--- config.mk ---
export PLATFORM = sky130hd
export DESIGN_NAME = lidar_scan_point_filter_unit
export DESIGN_NICKNAME = d
export VERILOG_FILES = /design/src/sv/lspf_pkg.sv /design/src/sv/lidar_scan_point_filter_unit.sv
export SDC_FILE = /design/constraint.sdc
export NUM_CORES = 1
export LEC_CHECK = 0
export BUFFER_PORTS_ARGS = -buffer_cell sky130_fd_sc_hd__clkbuf_2
export CAP_MARGIN = 5
export CORE_MARGIN = 2
export CORE_UTILIZATION = 56
export CTS_CLUSTER_SIZE = 10
export DETAILED_ROUTE_END_ITERATION = 8
export PLACE_DENSITY = 0.78
export SYNTH_ARGS = -nofsm -noshare
export SYNTH_HDL_FRONTEND = slang
export SYNTH_SLANG_ARGS = --single-unit
--- constraint.sdc ---
create_clock -name clk -period 4.8 [get_ports clk]
set_input_delay 0.48 -clock clk [delete_from_list [all_inputs] [get_ports clk]]
set_output_delay 0.48 -clock clk [all_outputs]
set_load 0.01 [all_outputs]
--- src/sv/lspf_pkg.sv ---
// shared types and constants of the lidar scan point filter
package lspf_pkg;

  // point count limits and field widths
  localparam int unsigned MAX_POINTS = 4096;
  localparam int unsigned IDX_W      = $clog2(MAX_POINTS);
  localparam int unsigned CNT_W      = 13;
  localparam int unsigned DIST_W     = 18;
  localparam int unsigned QUAL_W     = 8;
  localparam int unsigned INT_W      = 6;
  localparam int unsigned DEG_W      = 9;
  localparam int unsigned BOUNDS_W   = 18;
  localparam int unsigned LIMITS_W   = 36;
  localparam int unsigned CFG_IDX_W  = 3;
  localparam int unsigned CFG_DATA_W = 36;

  // index * 360 fits here, quotient is below 2^DEG_W
  localparam int unsigned NUM_W      = IDX_W + DEG_W;
  localparam int unsigned DIV_STEPS  = DEG_W;
  localparam int unsigned STEP_W     = $clog2(DIV_STEPS + 1);

  // register indexes of the configuration port
  localparam logic [CFG_IDX_W-1:0] REG_MODE_PARTED     = 3'd0;
  localparam logic [CFG_IDX_W-1:0] REG_REVERSE_ORDER   = 3'd1;
  localparam logic [CFG_IDX_W-1:0] REG_WINDOW_BOUNDS   = 3'd2;
  localparam logic [CFG_IDX_W-1:0] REG_SECTOR1_BOUNDS  = 3'd3;
  localparam logic [CFG_IDX_W-1:0] REG_SECTOR2_BOUNDS  = 3'd4;
  localparam logic [CFG_IDX_W-1:0] REG_SECTOR3_BOUNDS  = 3'd5;
  localparam logic [CFG_IDX_W-1:0] REG_SECTOR4_BOUNDS  = 3'd6;
  localparam logic [CFG_IDX_W-1:0] REG_DISTANCE_LIMITS = 3'd7;

  // reset values of the configuration registers
  localparam logic [BOUNDS_W-1:0] WINDOW_RESET  = 18'd184320;
  localparam logic [BOUNDS_W-1:0] SECTOR1_RESET = 18'd25640;
  localparam logic [BOUNDS_W-1:0] SECTOR_RESET  = 18'd71810;
  localparam logic [LIMITS_W-1:0] LIMITS_RESET  = 36'd10485760000;

  typedef struct packed {
    logic [DIST_W-1:0] dist_q2;
    logic [QUAL_W-1:0] quality;
    logic [CNT_W-1:0]  scan_points;
  } in_item_t;

  typedef struct packed {
    logic [IDX_W-1:0]  slot;
    logic [DIST_W-1:0] range_q2;
    logic              no_return;
    logic [INT_W-1:0]  intensity;
    logic              last_point;
  } out_item_t;

  typedef enum logic [1:0] {
    ST_IDLE,
    ST_MUL,
    ST_DIV,
    ST_DONE
  } state_t;

endpackage

--- src/sv/lidar_scan_point_filter_unit.sv ---
// top level of the lidar scan point filter: angle divider, angular mask, range gate
//
//  channel  | direction | handshake          | content
//  ---------+-----------+--------------------+------------------------------------
//  in       | input     | in_valid/in_ready  | in_data: dist_q2, quality, scan_points
//  out      | output    | out_valid/out_ready| out_data: slot, range_q2, no_return,
//           |           |                    |   intensity, last_point
//  cfg      | input     | cfg_wr_en          | cfg_index, cfg_data (8 registers)
//
// one point goes from transaction to result register through these steps: capture
// in idle, forming index*360, the restoring divider (one quotient bit per
// cycle through the single compare/subtract unit) and the mask and range tests
// in the final step. in_ready is high only while idle.
// a result waiting in the output register does not block the next transaction;
// only the final step waits when the output register is still full.
// rst is synchronous: state goes idle, point index clears, registers take defaults.
module lidar_scan_point_filter_unit (
  input  logic                          clk,
  input  logic                          rst,
  input  logic                          in_valid,
  output logic                          in_ready,
  input  lspf_pkg::in_item_t            in_data,
  output logic                          out_valid,
  input  logic                          out_ready,
  output lspf_pkg::out_item_t           out_data,
  input  logic                          cfg_wr_en,
  input  logic [lspf_pkg::CFG_IDX_W-1:0]  cfg_index,
  input  logic [lspf_pkg::CFG_DATA_W-1:0] cfg_data
);
  import lspf_pkg::*;

  // configuration registers
  logic                mode_parted;
  logic                reverse_order;
  logic [BOUNDS_W-1:0] window_bounds;
  logic [BOUNDS_W-1:0] sector1_bounds;
  logic [BOUNDS_W-1:0] sector2_bounds;
  logic [BOUNDS_W-1:0] sector3_bounds;
  logic [BOUNDS_W-1:0] sector4_bounds;
  logic [LIMITS_W-1:0] distance_limits;

  // sequencer and scan position
  state_t           state;
  state_t           state_next;
  logic [IDX_W-1:0] point_index;
  logic [IDX_W-1:0] point_index_next;

  // captured transaction
  logic [DIST_W-1:0] dist_r;
  logic [INT_W-1:0]  intensity_r;
  logic [CNT_W-1:0]  count_r;
  logic [IDX_W-1:0]  idx_r;

  // divider registers
  logic [NUM_W-1:0]  rem;
  logic [NUM_W-1:0]  divisor;
  logic [DEG_W-1:0]  quo;
  logic [STEP_W-1:0] step;

  // control decode
  logic accept_in;
  logic load_out;
  logic div_last;

  // combinational helpers
  logic [CNT_W-1:0]  count_in;
  logic [CNT_W-1:0]  count_clamped;
  logic              sub_ok;
  logic [NUM_W-1:0]  numer;
  logic              masked;
  logic              in_win;
  logic              in_any_sector;
  logic [DIST_W-1:0] lim_a;
  logic [DIST_W-1:0] lim_b;
  logic [DIST_W-1:0] lo;
  logic [DIST_W-1:0] hi;
  logic [DIST_W-1:0] eff;
  logic              gate_ok;
  logic              is_last;
  out_item_t         result;

  // sector: half-open when start <= end, wraps otherwise
  function automatic logic hit_sector(input logic [BOUNDS_W-1:0] b,
                                      input logic [DEG_W-1:0]    ang);
    logic [DEG_W-1:0] s;
    logic [DEG_W-1:0] e;
    s = b[DEG_W-1:0];
    e = b[BOUNDS_W-1:DEG_W];
    if (s <= e) begin
      return (ang >= s) && (ang < e);
    end
    return (ang >= s) || (ang <= e);
  endfunction

  // window: both ends included, wraps when end < start
  function automatic logic hit_window(input logic [BOUNDS_W-1:0] b,
                                      input logic [DEG_W-1:0]    ang);
    logic [DEG_W-1:0] s;
    logic [DEG_W-1:0] e;
    s = b[DEG_W-1:0];
    e = b[BOUNDS_W-1:DEG_W];
    if (e >= s) begin
      return (ang >= s) && (ang <= e);
    end
    return (ang >= s) || (ang <= e);
  endfunction

  // count clamp: zero counts as one, above the limit counts as the limit
  assign count_in = in_data.scan_points;
  always_comb begin
    if (count_in == '0) begin
      count_clamped = CNT_W'(1);
    end else if (count_in > CNT_W'(MAX_POINTS)) begin
      count_clamped = CNT_W'(MAX_POINTS);
    end else begin
      count_clamped = count_in;
    end
  end

  // index * 360 as shift-add: 360 = 256 + 64 + 32 + 8
  assign numer = (NUM_W'(idx_r) << 8) + (NUM_W'(idx_r) << 6)
               + (NUM_W'(idx_r) << 5) + (NUM_W'(idx_r) << 3);

  // shared compare/subtract of the divider
  assign sub_ok   = (rem >= divisor);
  assign div_last = (step == STEP_W'(1));

  // next state
  always_comb begin
    state_next = state;
    unique case (state)
      ST_IDLE: if (in_valid) state_next = ST_MUL;
      ST_MUL:  state_next = ST_DIV;
      ST_DIV:  if (div_last) state_next = ST_DONE;
      ST_DONE: if (!out_valid || out_ready) state_next = ST_IDLE;
      default: state_next = ST_IDLE;
    endcase
  end

  // sequencer outputs
  always_comb begin
    in_ready = 1'b0;
    load_out = 1'b0;
    unique case (state)
      ST_IDLE: in_ready = 1'b1;
      ST_MUL:  in_ready = 1'b0;
      ST_DIV:  in_ready = 1'b0;
      ST_DONE: load_out = !out_valid || out_ready;
      default: in_ready = 1'b0;
    endcase
  end

  assign accept_in = in_valid && in_ready;

  // mask decision on the finished quotient
  assign in_win        = hit_window(window_bounds, quo);
  assign in_any_sector = hit_sector(sector1_bounds, quo) || hit_sector(sector2_bounds, quo)
                      || hit_sector(sector3_bounds, quo) || hit_sector(sector4_bounds, quo);
  assign masked        = mode_parted ? in_any_sector : !in_win;

  // range gate with the limits put in order
  assign lim_a   = distance_limits[DIST_W-1:0];
  assign lim_b   = distance_limits[LIMITS_W-1:DIST_W];
  assign lo      = (lim_b < lim_a) ? lim_b : lim_a;
  assign hi      = (lim_b < lim_a) ? lim_a : lim_b;
  assign eff     = masked ? '0 : dist_r;
  assign gate_ok = (eff > lo) && (eff < hi);

  assign is_last = (CNT_W'(idx_r) == (count_r - CNT_W'(1)));

  always_comb begin
    result.slot       = reverse_order ? IDX_W'(count_r - CNT_W'(1) - CNT_W'(idx_r)) : idx_r;
    result.range_q2   = gate_ok ? eff : '0;
    result.no_return  = !gate_ok;
    result.intensity  = intensity_r;
    result.last_point = is_last;
  end

  assign point_index_next = is_last ? '0 : IDX_W'(idx_r + IDX_W'(1));

  // control registers
  always_ff @(posedge clk) begin
    if (rst) begin
      state       <= ST_IDLE;
      point_index <= '0;
      out_valid   <= 1'b0;
    end else begin
      state <= state_next;
      if (load_out) begin
        point_index <= point_index_next;
        out_valid   <= 1'b1;
      end else if (out_ready) begin
        out_valid <= 1'b0;
      end
    end
  end

  // configuration registers
  always_ff @(posedge clk) begin
    if (rst) begin
      mode_parted     <= 1'b0;
      reverse_order   <= 1'b0;
      window_bounds   <= WINDOW_RESET;
      sector1_bounds  <= SECTOR1_RESET;
      sector2_bounds  <= SECTOR_RESET;
      sector3_bounds  <= SECTOR_RESET;
      sector4_bounds  <= SECTOR_RESET;
      distance_limits <= LIMITS_RESET;
    end else if (cfg_wr_en) begin
      unique case (cfg_index)
        REG_MODE_PARTED:     mode_parted     <= cfg_data[0];
        REG_REVERSE_ORDER:   reverse_order   <= cfg_data[0];
        REG_WINDOW_BOUNDS:   window_bounds   <= cfg_data[BOUNDS_W-1:0];
        REG_SECTOR1_BOUNDS:  sector1_bounds  <= cfg_data[BOUNDS_W-1:0];
        REG_SECTOR2_BOUNDS:  sector2_bounds  <= cfg_data[BOUNDS_W-1:0];
        REG_SECTOR3_BOUNDS:  sector3_bounds  <= cfg_data[BOUNDS_W-1:0];
        REG_SECTOR4_BOUNDS:  sector4_bounds  <= cfg_data[BOUNDS_W-1:0];
        REG_DISTANCE_LIMITS: distance_limits <= cfg_data[LIMITS_W-1:0];
        default: ;
      endcase
    end
  end

  // datapath registers
  always_ff @(posedge clk) begin
    if (accept_in) begin
      dist_r      <= in_data.dist_q2;
      intensity_r <= in_data.quality[QUAL_W-1:QUAL_W-INT_W];
      count_r     <= count_clamped;
      // count shrank mid-scan: restart at the first point
      idx_r       <= (CNT_W'(point_index) >= count_clamped) ? '0 : point_index;
    end
    if (state == ST_MUL) begin
      rem     <= numer;
      divisor <= NUM_W'(count_r) << (DIV_STEPS - 1);
      quo     <= '0;
      step    <= STEP_W'(DIV_STEPS);
    end else if (state == ST_DIV) begin
      if (sub_ok) begin
        rem <= rem - divisor;
      end
      quo     <= {quo[DEG_W-2:0], sub_ok};
      divisor <= divisor >> 1;
      step    <= step - STEP_W'(1);
    end
    if (load_out) begin
      out_data <= result;
    end
  end

endmodule

# Yosys cells after proc, flatten, opt, wreduce, memory -nomap -nowiden
# Cells that the tools add are included.
# totals
ram_bits	0
out_inout_bits	40
wordCells	144
mem_bits_ro	0
ff_bits	285
latch_bits	0
memories	0
# op_classes
shifts	0
multipliers	0
bitwise	0
div_mod_pow	0
eq_ne	15
n_mux	36
addsub	8
magnitude_cmp	25
reduce_logical	35
# ops
operator	n
$mux W21	5
$le A9 B9 Y1	9
$ge A9 B9 Y1	6
$mux W18	3
$lt A18 B18 Y1	2
$lt A9 B9 Y1	4
$mux W13	2
$mux W12	2
$add A20 B18 Y21	1
$add A21 B15 Y21	1
$add A21 B17 Y21	1
$ge A21 B21 Y1	1
$sub A21 B21 Y21	1
$mux W1	20
$gt A18 B18 Y1	1
$reduce_and A2 Y1	9
$eq A12 B13 Y1	1
$ge A12 B13 Y1	1
$gt A13 B13 Y1 const B	1
$logic_not A13 Y1	1
$sub A13 B1 Y13 const B	1
$add A12 B1 Y12 const B	1
$eq A3 B3 Y1 const B	4
$sub A12 B12 Y12	1
16 further kinds	40

# Longest topological paths before layout
# logic_depth
ltp_word	12
ltp_mapped	24
ltp_nobuf	21

# Worst setup path after synthesis
# Ideal clock, no wire load.
# synth_path
kind	register -> register
from	register quo[2]
to	register out_data[17] (netlist name), data pin
arrival_ns	4.714
path_buffers	2
path_slack_ns	-0.064
period_less_slack_ns	4.864
stages_incl_launch_ff	22
setup_ns	0.149
path_cell_list	dfxtp_1 ha_1 o211ai_1 a21oi_1 o41ai_1 a2bb2oi_1 o221ai_1 nor4_4 a32oi_2 clkbuf_1 nor2b_1 ha_1 a21o_1 a21oi_2 nor2_1 a2111oi_4 nor2_1 or4_4 a311oi_2 a21oi_4 buf_6 nor3b_2
# synth_between
elab_chain_len	11
# synth_rtl
element	line	source
from (decl)	lidar_scan_point_filter_unit.sv:57	logic [DEG_W-1:0] quo;
from (signal assigned)	lidar_scan_point_filter_unit.sv:242	quo <= {quo[DEG_W-2:0], sub_ok};
$ge A9 B9 Y1 / $lt A9 B9 Y1 (equally long branches)	lidar_scan_point_filter_unit.sv:90, lidar_scan_point_filter_unit.sv:92	
$logic_and A1 B1 Y1	lidar_scan_point_filter_unit.sv:90	return (ang >= s) && (ang < e);
$mux W1	lidar_scan_point_filter_unit.sv:89	if (s <= e) begin
$mux W1	lidar_scan_point_filter_unit.sv:92	return (ang >= s) || (ang <= e);
$logic_or A1 B1 Y1	lidar_scan_point_filter_unit.sv:157	assign in_any_sector = hit_sector(sector1_bounds, quo) || hit_sector(sector2_bounds, quo)
$logic_or A1 B1 Y1 (2 in a row)	lidar_scan_point_filter_unit.sv:158	|| hit_sector(sector3_bounds, quo) || hit_sector(sector4_bounds, quo);
$mux W1 (*)	lidar_scan_point_filter_unit.sv:159	assign masked = mode_parted ? in_any_sector : !in_win;
$mux W18 (*)	lidar_scan_point_filter_unit.sv:166	assign eff = masked ? '0 : dist_r;
via eff[11]	lidar_scan_point_filter_unit.sv:77	logic [DIST_W-1:0] eff;
$gt A18 B18 Y1 / $lt A18 B18 Y1 (equally long branches)	lidar_scan_point_filter_unit.sv:167	assign gate_ok = (eff > lo) && (eff < hi);
$logic_and A1 B1 Y1 (*)	lidar_scan_point_filter_unit.sv:167	
to (signal assigned)	lidar_scan_point_filter_unit.sv:247	out_data <= result;
to (decl)	lidar_scan_point_filter_unit.sv:25	output lspf_pkg::out_item_t out_data,
# The timed path passes the listed nets; every way through them passes the cells marked *. The select of a mux whose other input is x is not followed.
# A chain may end at the register's enable or synchronous reset.

# Worst setup path after layout
# layout_path
from	register quo[0]
to	register out_data[16] (netlist name), data pin
# The elaborated chain is that of the path after synthesis.

==> impl_metrics.ini <==
[route]
drc = 0
post_drt_wl_per_cell_um = 18.0
drtAntennaViolNets = 0
routed_wl_um = 48000
detail_route.first_pass.iterations = 5
drt_iter0_markers = 835
viasPerCell = 5.72
num_vias = 15302

[cts]
clk_path_buf_depth = 3
worst_skew_pair.late_latency_ns = 0.53
clk_pin_slew_ns = 0.06
root_buffer = clkbuf_16
cts_tree = yes
htreeDepth = 2
cts_made_buffers = 36
clock_sinks = 285
hold_buffers = 0

[run_status]
failed_checks = negative setup slack
outcome = finished with violations

[hold_path]
min_path_type = in -> reg
min_to = dist_r[0]
hold_depth = 1
hp-start = in_data[21]

[floorplan]
core-area_mm2 = 0.0325
die-width_um = 186
initial_core_util = 0.568
fp-row-count = 66
die_area_mm2 = 0.0345
chipHeight_um = 186
ios = 123

[finish]
fin_cells = 2673
drive_gt1_frac = 0.161
final_cell_mix = 315 x nand2_1, 250 x ha_1, 177 x inv_1
layout_commonest_cell = nand2_1
nets = 2571
fill_cells = 2601
area_growth_syn_to_layout_pct = 17.2

[synthesis]
yosysSeqAreaShare = 0.374
async_reset_ff_frac = 0
ys_warn_count = 0
synth_edf_count = 121
synthesis.nets = 2384
syn-cell-area_mm2 = 0.0185
synth_ff_type = dfxtp_1
synth_seq_cells = 285
syn_area_per_cell_um2 = 9.16
synth_cells = 2019
ys_types = 77

[timing]
finalWorstSetupSlack_ns = -0.254
hold-worst-slack_ns = 0.125
drv_slew = 0
min_period_ns = 5.05
relSlewSlack = 0.233
fin_tns_setup_ns = -3.60
rsz0062_at_grt = yes
finalCritPeriodShare = 1.05
finalHoldViolCount = 0
fin_skew_ns = 0.0170
finalSetupViolations = 19
fmax_mhz = 198
tightest_slew_ns = 1.15

[job]
maxCapViolCount = 0

[power_and_ir_drop]
power.leakage_nw = 9.20
clockPowerShare = 0.212
total_power_mw = 11.6
p_sw_mw = 4.46
vdd_ir_drop_max_uv = 331
p_int_mw = 7.12
p_seq_frac = 0.299
powerDensity_mw_per_mm2 = 534
combPwrFrac = 0.489
switching_share = 0.385

[placement]
hpwl_um = 34500
port-buffer-count = 120
dp.cells = 2591
gp_congestion = 0.927

[setup_path]
reg2regPathDepth = 23
arrival_ns = 5.41
r2r_start = quo[0]
crit_type = reg -> reg
worstPathMaxFanout = 8
worst_ep_required_time_ns = 5.16
startpoint_type = register
r2r_end = out_data[16]
critPathCaptureType = register
reg2reg_slack_ns = -0.25

[global_routing]
grt_usage = 0.277
first_global_vias = 15213
overflow = 0
grt_pass1_wl_um = 75500
grt_max_degree = 107
grt_antenna_before_repair = 3
==> registers in the layout (all words and copies together) (netlist names) <==
name,cells
reverse_order,1
idx_r,12
distance_limits,36
sector2_bounds,18
sector3_bounds,18
state,2
divisor,21
count_r,13
quo,9
dist_r,18
rem,21
out_data,38
sector1_bounds,18
sector4_bounds,18
step,4
point_index,12
intensity_r,6
out_valid,1
mode_parted,1
window_bounds,18
==> worst max-delay path, stage by stage (launching register included) <==
cell        delay, ns
dfxtp_2          0.36
clkinvlp_4       0.18
buf_6            0.17
ha_4             0.14
nand2b_4         0.13
a21oi_2          0.15
nor4_2           0.05
o31a_1           0.29
o211a_1          0.24
nor4_4           0.36
a32oi_4          0.21
buf_12           0.19
buf_4            0.16
nor2b_2          0.17
ha_1             0.27
nand2_1          0.10
nor2_2           0.05
a2111oi_4        0.18
nor2_1           0.09
or4_4            0.55
a311oi_4         0.29
a21oi_4          0.18
buf_4            0.17
nor3b_2          0.18
==> power by group through the flow <==
stage          clock, mW  combinational (mW)  sequential (mW)
6_report            2.45                5.66             3.46
5_1_grt             2.59                6.30             3.50
4_1_cts             2.49                5.56             3.45
3_5_place_dp           0                5.12             3.49
3_3_place_gp           0                4.93             3.48
2_1_floorplan          0                3.85             3.43
==> how the worst max path moves through the flow <==
stage	start	end	slack, ns	cells after the start
after CTS	quo[0]	out_data[14]	-0.12	24
after detailed placement	quo[0]	out_data[13]	-0.51	21
after floorplan	quo[2]	out_data[17]	0.03	21
after global routing	quo[0]	out_data[16]	-0.42	25
final	quo[0]	out_data[16]	-0.25	23
after global placement	quo[4]	out_data[13]	-0.26	20
==> what timing repair did <==
action / CTS / global route
pin swaps: 31 / 13
gates cloned: 2 / 0
hold endpoints to repair: 0 / 0
resized for setup: 70 / 23
buffers inserted: 16 / 3
endpoints found under the setup margin: 19 / 19
==> cells in the mapped netlist (all sizes together), types with 9 or more instances <==
library cell / number / area (um^2)
nand2: 315 / 1180
ha: 261 / 3270
a21oi: 183 / 931
inv: 179 / 672
dfxtp: 164 / 3280
edfxtp: 121 / 3630
nor2: 105 / 394
o21ai: 73 / 365
clkbuf: 61 / 229
a21o: 57 / 428
mux2i: 57 / 571
nand3: 41 / 205
xnor2: 35 / 307
nand4: 30 / 188
nor2b: 29 / 181
nand2b: 27 / 169
nor3: 27 / 140
a211o: 26 / 228
xor2: 24 / 210
fa: 21 / 420
and3: 18 / 113
nor3b: 18 / 175
a211oi: 14 / 110
nor4: 12 / 90.1
buf: 11 / 66.3
o21a: 10 / 75.1
nand3b: 9 / 67.6
o31ai: 9 / 67.6
==> layer usage <==
| metal | wire length [um] | share of wire | GRT usage | up-vias |
|---|---|---|---|---|
| li1 | - | - | - | 7477 |
| met1 | 20900 | 0.43 | 0.349 | 7237 |
| met2 | 22000 | 0.46 | 0.466 | 461 |
| met3 | 3010 | 0.063 | 0.0470 | 123 |
| met4 | 2090 | 0.043 | 0.123 | 4 |
| met5 | 23 | 0.00048 | 0 | - |
==> kinds of logic after synthesis <==
group,count (synthesis),synth area share
xor gates and xnor gates,59,0.0279
DFF,285,0.374
muxes,58,0.0315
AOI/OAI and AO/OA,429,0.148
and+or+nand+nor,654,0.166
adders and majority gates,283,0.200
buffers and inverters,251,0.0523
==> area by class of cell <==
type	count	area, um^2	share of cell area
Clock inverter	8	47.5	0.00219
Multi-Input combinational cell	1484	11000	0.508
Tap cell	442	553	0.0255
Timing Repair Buffer	220	1470	0.0677
Sequential cell	285	6920	0.319
Antenna cell	1	2.50	0.000115
Clock buffer	54	1000	0.0461
Inverter	179	676	0.0312
==> through the flow <==
stage / util / setup slack [ns] / instance area (um^2)
after floorplan: - / 0.0295 / 18500
after global placement: 0.616 / -0.258 / 20000
after detailed placement: 0.616 / -0.507 / 20000
after CTS: 0.662 / -0.122 / 21500
after global routing: 0.666 / -0.424 / 21700
final: 0.666 / -0.254 / 21700
Power figures use the tool's default switching activity.
